**src/design/pact_pkg.sv**
```systemverilog
// shared types, constants and helpers for the connection throttle
`default_nettype none
package pact_pkg;

  localparam int unsigned DEF_TABLE_ENTRIES = 64;

  localparam int unsigned CFG_IDX_W  = 3;
  localparam int unsigned CFG_DATA_W = 48;

  localparam logic [CFG_IDX_W-1:0] REG_WINDOW_LEN    = 3'd0;
  localparam logic [CFG_IDX_W-1:0] REG_RETENTION_LEN = 3'd1;
  localparam logic [CFG_IDX_W-1:0] REG_ATTEMPT_LIMIT = 3'd2;
  localparam logic [CFG_IDX_W-1:0] REG_BLOCK_BASE    = 3'd3;
  localparam logic [CFG_IDX_W-1:0] REG_BLOCK_STEP    = 3'd4;
  localparam logic [CFG_IDX_W-1:0] REG_BLOCK_CAP     = 3'd5;
  localparam logic [CFG_IDX_W-1:0] REG_BAN_LIMIT     = 3'd6;

  localparam logic [47:0] RST_WINDOW_LEN    = 48'd60000000000;
  localparam logic [47:0] RST_RETENTION_LEN = 48'd600000000000;
  localparam logic [15:0] RST_ATTEMPT_LIMIT = 16'd10;
  localparam logic [47:0] RST_BLOCK_BASE    = 48'd30000000000;
  localparam logic [47:0] RST_BLOCK_STEP    = 48'd30000000000;
  localparam logic [47:0] RST_BLOCK_CAP     = 48'd600000000000;
  localparam logic [15:0] RST_BAN_LIMIT     = 16'd5;

  typedef enum logic [2:0] {
    ST_IDLE,
    ST_SWEEP,
    ST_READ,
    ST_UPDATE,
    ST_MULT,
    ST_FINISH
  } state_t;

  typedef struct packed {
    logic load;
    logic sweep_step;
    logic update;
    logic mult;
    logic finish;
  } cmd_t;

  typedef struct packed {
    logic sweep_done;
    logic full;
    logic out_free;
  } status_t;

  typedef struct packed {
    logic [63:0] addr_hi;
    logic [63:0] addr_lo;
    logic [62:0] seen_ns;
    logic [62:0] win_start;
    logic [62:0] blk_until;
    logic [15:0] attempts;
    logic [15:0] blocks;
  } entry_t;

  // later - earlier is positive and above limit
  function automatic logic span_exceeds(input logic [62:0] later,
                                        input logic [62:0] earlier,
                                        input logic [47:0] limit);
    logic [62:0] diff;
    diff = later - earlier;
    return (later > earlier) && (diff > {15'b0, limit});
  endfunction

endpackage
`default_nettype wire

```
**src/design/pact_ctrl.sv**
```systemverilog
// controller state machine for the connection throttle
`default_nettype none
module pact_ctrl (
  input  wire logic              clk,
  input  wire logic              rst_n,
  input  wire logic              in_valid,
  input  wire pact_pkg::status_t sts,
  output logic                   in_stall,
  output pact_pkg::cmd_t         cmd
);

  pact_pkg::state_t state_r, state_nxt;

  always_ff @(posedge clk) begin
    if (!rst_n) begin
      state_r <= pact_pkg::ST_IDLE;
    end else begin
      state_r <= state_nxt;
    end
  end

  always_comb begin
    state_nxt = state_r;
    case (state_r)
      pact_pkg::ST_IDLE: begin
        if (in_valid) state_nxt = pact_pkg::ST_SWEEP;
      end
      pact_pkg::ST_SWEEP: begin
        if (sts.sweep_done) begin
          state_nxt = sts.full ? pact_pkg::ST_FINISH : pact_pkg::ST_READ;
        end
      end
      pact_pkg::ST_READ:   state_nxt = pact_pkg::ST_UPDATE;
      pact_pkg::ST_UPDATE: state_nxt = pact_pkg::ST_MULT;
      pact_pkg::ST_MULT:   state_nxt = pact_pkg::ST_FINISH;
      pact_pkg::ST_FINISH: begin
        if (sts.out_free) state_nxt = pact_pkg::ST_IDLE;
      end
      default: state_nxt = pact_pkg::ST_IDLE;
    endcase
  end

  always_comb begin
    cmd      = '0;
    in_stall = 1'b1;
    case (state_r)
      pact_pkg::ST_IDLE: begin
        in_stall = 1'b0;
        cmd.load = in_valid;
      end
      pact_pkg::ST_SWEEP:  cmd.sweep_step = 1'b1;
      pact_pkg::ST_READ:   cmd = '0;
      pact_pkg::ST_UPDATE: cmd.update = 1'b1;
      pact_pkg::ST_MULT:   cmd.mult = 1'b1;
      pact_pkg::ST_FINISH: cmd.finish = 1'b1;
      default:             cmd = '0;
    endcase
  end

endmodule
`default_nettype wire

```
**config.mk**
```make
export PLATFORM = sky130hd
export DESIGN_NAME = pact_ctrl
export DESIGN_NICKNAME = d
export VERILOG_FILES = /design/src/design/pact_pkg.sv /design/src/design/pact_ctrl.sv
export SDC_FILE = /design/constraint.sdc
export NUM_CORES = 1
export LEC_CHECK = 0
export ABC_CLOCK_PERIOD_IN_PS = 1300
export BUFFER_PORTS_ARGS = -buffer_cell sky130_fd_sc_hd__buf_4
export CAP_MARGIN = 10
export CORE_AREA = 2 2 39 41
export DETAILED_ROUTE_END_ITERATION = 16
export DIE_AREA = 0 0 41 43
export GPL_ROUTABILITY_DRIVEN = 0
export HOLD_SLACK_MARGIN = 0.12
export PLACE_DENSITY = 0.45
export SYNTH_ARGS = -nofsm -noshare
export SYNTH_HDL_FRONTEND = slang
export SYNTH_SLANG_ARGS = --single-unit
export TNS_END_PERCENT = 30
```
**constraint.sdc**
```tcl
create_clock -name clk -period 1.3 [get_ports clk]
set_input_delay 0.195 -clock clk [delete_from_list [all_inputs] [get_ports clk]]
set_output_delay 0.195 -clock clk [all_outputs]
set_load 0.02 [all_outputs]
```
Word-level counts from Yosys, hierarchy flattened
Index checks and enable logic that the tools add are counted.
{ "op_classes": {"n_mux": 11, "n_eq_ne": 8, "n_reduce_logical": 2} }
{ "ops": {"columns": ["cell", "count"], "rows": [
  ["3-bit one-hot mux with 6 select lines", 1],
  ["3-bit 2-to-1 mux", 4],
  ["3-bit by 2-bit == test with 1-bit output, second input constant", 2],
  ["3-bit == test, second input constant", 2],
  ["1-bit 2-to-1 mux", 6],
  ["2-bit != test, second input constant", 3],
  ["3-bit by 1-bit == test with 1-bit output, second input constant", 1],
  ["3-bit logical NOT", 1],
  ["3-bit AND reduction", 1]
]} }
{ "totals": {"word_cells": 22, "regBits": 3, "out_inout_bits": 6, "in_bits": 6} }

Longest topological paths before layout
{ "logic_depth": {"depth_word": 3, "mapped_depth": 4, "depth_no_buf": 3} }

Least setup slack after synthesis
OpenSTA, ideal clock, no wires.
{ "synth_timing": {"kind": "register -> output", "startpoint": "register state_r[1]", "endpoint": "output port cmd[4] in the netlist's numbering", "path_slack_ps": 48, "required_ps": 1105, "path_buffers": 1, "stages_incl_launch_ff": 4, "t_arrival_ps": 1057, "cell_sequence": "dfxtp_1 > buf_6 > or3_4 > nor2_2"} }
{ "synth_rtl": {"columns": ["item", "line", "text"], "rows": [
  ["from (decl)", "pact_ctrl.sv:12", "pact_pkg::state_t state_r, state_nxt;"],
  ["from (signal assigned)", "pact_ctrl.sv:16", "state_r <= pact_pkg::ST_IDLE;"],
  ["from (signal assigned)", "pact_ctrl.sv:18", "state_r <= state_nxt;"],
  ["to (decl)", "pact_ctrl.sv:9", "output pact_pkg::cmd_t cmd"]
]} }

==> impl_metrics.env <==
export IMPL_status="finished with violations"
export IMPL_violations="negative setup slack"
export IMPL_vias=260
export IMPL_route_detailed_drc=0
export IMPL_grt_pass1_vias=227
export IMPL_ys_seq_area_share_pct=24.2
export IMPL_min_period_over_period_pct=103
export IMPL_clkSinkCount=3
export IMPL_irDropWorstVdd_uv=533
export IMPL_drt_iter0_markers=2
export IMPL_postCtsHoldBufs=0
export IMPL_power_density_mw_per_mm2=986
export IMPL_synth_area_um2=248
export IMPL_reg_largest_list="state_r: 3 flops"
export IMPL_cellLeakagePower_nw=0.189
export IMPL_cts_tree="done"
export IMPL_largest_reg_flops=3
export IMPL_fin_nets=53
export IMPL_cp_required_ns=1.11
export IMPL_grt_use_total_pct=8.73
export IMPL_maxCapViolations=0
export IMPL_clk_path_buf_depth=2
export IMPL_synth_simple_area_share_pct=36.4
export IMPL_gr_total_overflow=0
export IMPL_crit_path_cell_trace="or3_4, nor2_4, buf_6"
export IMPL_drive_above_1_share_pct=60.9
export IMPL_clk_insertion_delay_late_ns=0.23
export IMPL_syn_nets=34
export IMPL_synth_xor_area_share_pct=0
export IMPL_setup_viol=2
export IMPL_areaGrowthSynthToFinish_pct=66.7
export IMPL_rsz0062_at_grt="true"
export IMPL_end_kind="output port"
export IMPL_via_per_inst=4.19
export IMPL_htreeDepth=1
export IMPL_synth_avg_cell_area_um2=8.85
export IMPL_critPathKind="reg2out"
export IMPL_muxShareOfSynthArea_pct=9.09
export IMPL_slowest_stage="or3_4"
export IMPL_post_route_min_period_ns=1.34
export IMPL_dieArea_mm2=0.00176
export IMPL_synth_cell_types=18
export IMPL_clk_pin_slew_ns=0.04
export IMPL_finalHoldViolCount=0
export IMPL_ys_warnings_count=0
export IMPL_start_kind="flip-flop"
export IMPL_n_antenna_cell=0
export IMPL_dieWidth_um=41
export IMPL_synthCells=28
export IMPL_io_buffers=11
export IMPL_hold_depth=2
export IMPL_skew_ns=0.00233
export IMPL_core_area_mm2=0.00138
export IMPL_dpl_hpwl_um=415
export IMPL_fmax_mhz=747
export IMPL_postRouteAntennaNets=0
export IMPL_drv_slew=0
export IMPL_synth_compound_area_share_pct=16.7
export IMPL_synth_top_family_by_area="simple AND/OR/NAND/NOR gates"
export IMPL_path_max_fanout=2
export IMPL_grt_max_degree=12
export IMPL_cts_root_buffer="clkbuf_4"
export IMPL_worst_pin_slew_ns=0.222
export IMPL_firstDrtPassIters=3
export IMPL_ios=12
export IMPL_reg2regPathDepth=4
export IMPL_dpl_cell_count=55
export IMPL_cts_buffers=3
export IMPL_antenna_found_initial=0
export IMPL_die_h_um=43
export IMPL_wire_per_inst_um=9.92
export IMPL_core_rowCount=14
export IMPL_fin_util_pct=29.8
export IMPL_holdCritPathClass="in2reg"
export IMPL_slowest_delay_ns=0.38
export IMPL_setup_ws_ns=-0.0390
export IMPL_pre_cts_ws_ns=0.0833
export IMPL_grt_pass1_wl_um=959
export IMPL_arrival_ns=1.14
export IMPL_ys_ff_latch=3
export IMPL_synthAdderAreaFrac_pct=0
export IMPL_start_util_pct=17.9
export IMPL_wl_um=615
export IMPL_final_cells=62
export IMPL_top_register="state_r"
export IMPL_slew_headroom_pct=85.1
[Yosys cell counts, drive strengths merged]
library cell | instances | share of area, %
o21ai | 2 | 4.0
nor3b | 3 | 11
dfxtp | 3 | 24
or3 | 2 | 7.1
buf | 3 | 12
inv | 1 | 1.5
mux2 | 2 | 9.1
a311oi | 1 | 3.5
nand2 | 2 | 3.0
o31ai | 1 | 3.0
a21oi | 3 | 6.1
or2 | 1 | 2.5
and3b | 2 | 7.1
nor2 | 1 | 2.5
nand3b | 1 | 3.0
[metrics by stage]
step	hold slack [ns]	power (mW)	area, um^2	TNS [ns]
after global routing	0.160	0.436	413	-0.261
after CTS	0.153	0.405	390	-0.0667
after detailed placement	0.410	0.226	343	0
final	0.161	0.407	413	-0.0449
after floorplan	0.310	0.186	248	0
after global placement	0.412	0.226	343	0
[routing by layer]
metal	wire (um)	track usage, %	part of all wire (%)	vias to the layer above
li1	-	-	-	137
met1	275	10.6	45	114
met2	287	10.3	47	9
met3	51	7.85	8.3	0
met4	0	4.00	0	0
met5	0	0	0	-
[cell families (layout without fill, tap and decap cells)]
kind of cell / after synthesis / count (layout)
AOI/OAI and AO/OA: 7 / 7
buffers and inverters: 4 / 22
muxes: 2 / 2
and+or+nand+nor: 12 / 12
DFF: 3 / 3
[what timing repair did]
| action | CTS | global route |
|---|---|---|
| gates resized for setup | 5 | 2 |
| endpoints found under the setup margin | 3 | 6 |
| pin swaps | 1 | 0 |
| buffers inserted | 1 | 2 |
[power breakdown]
part	total, mW	switching [mW]	internal (mW)	leakage [nW]
logic	0.138	0.0616	0.0761	0.148
clock network	0.163	0.0480	0.115	0.0150
registers	0.107	0.00803	0.0986	0.0259
[cell type report]
class                   instances  area (um^2)
clock buffers                   4         26.3
fillers                       161          971
inverters                       1         3.75
multi-input cells              21          164
flip-flops and latches          3         67.6
well taps                      16         20.0
repair buffers                 17          131
[placed cells by master, fill, tap and decap left out, types with 2 or more instances in the layout]
cell      count
dfxtp_4       2
o21ai_0       2
clkbuf_4      3
buf_4        16
nand2_1       2
and3b_1       2
a21oi_1       3
nor3b_2       2
mux2_2        2
[critical path: cells and delay by family (launching register included)]
kind | cells | cell delay, ns
buffers and inverters | 1 | 0.11
DFF | 1 | 0.33
and+or+nand+nor | 2 | 0.47
[path summary, 6_finish.rpt]
| check | slack (ns) | startpoint | end |
|---|---|---|---|
| max reg2reg | 0.10 | state_r[1] | state_r[0] |
| min reg2reg | 0.59 | state_r[2] | state_r[1] |
| min | 0.16 | sts[0] | state_r[0] |
| max | -0.04 | state_r[1] | cmd[4] |
(Power assumes the default switching activity.)
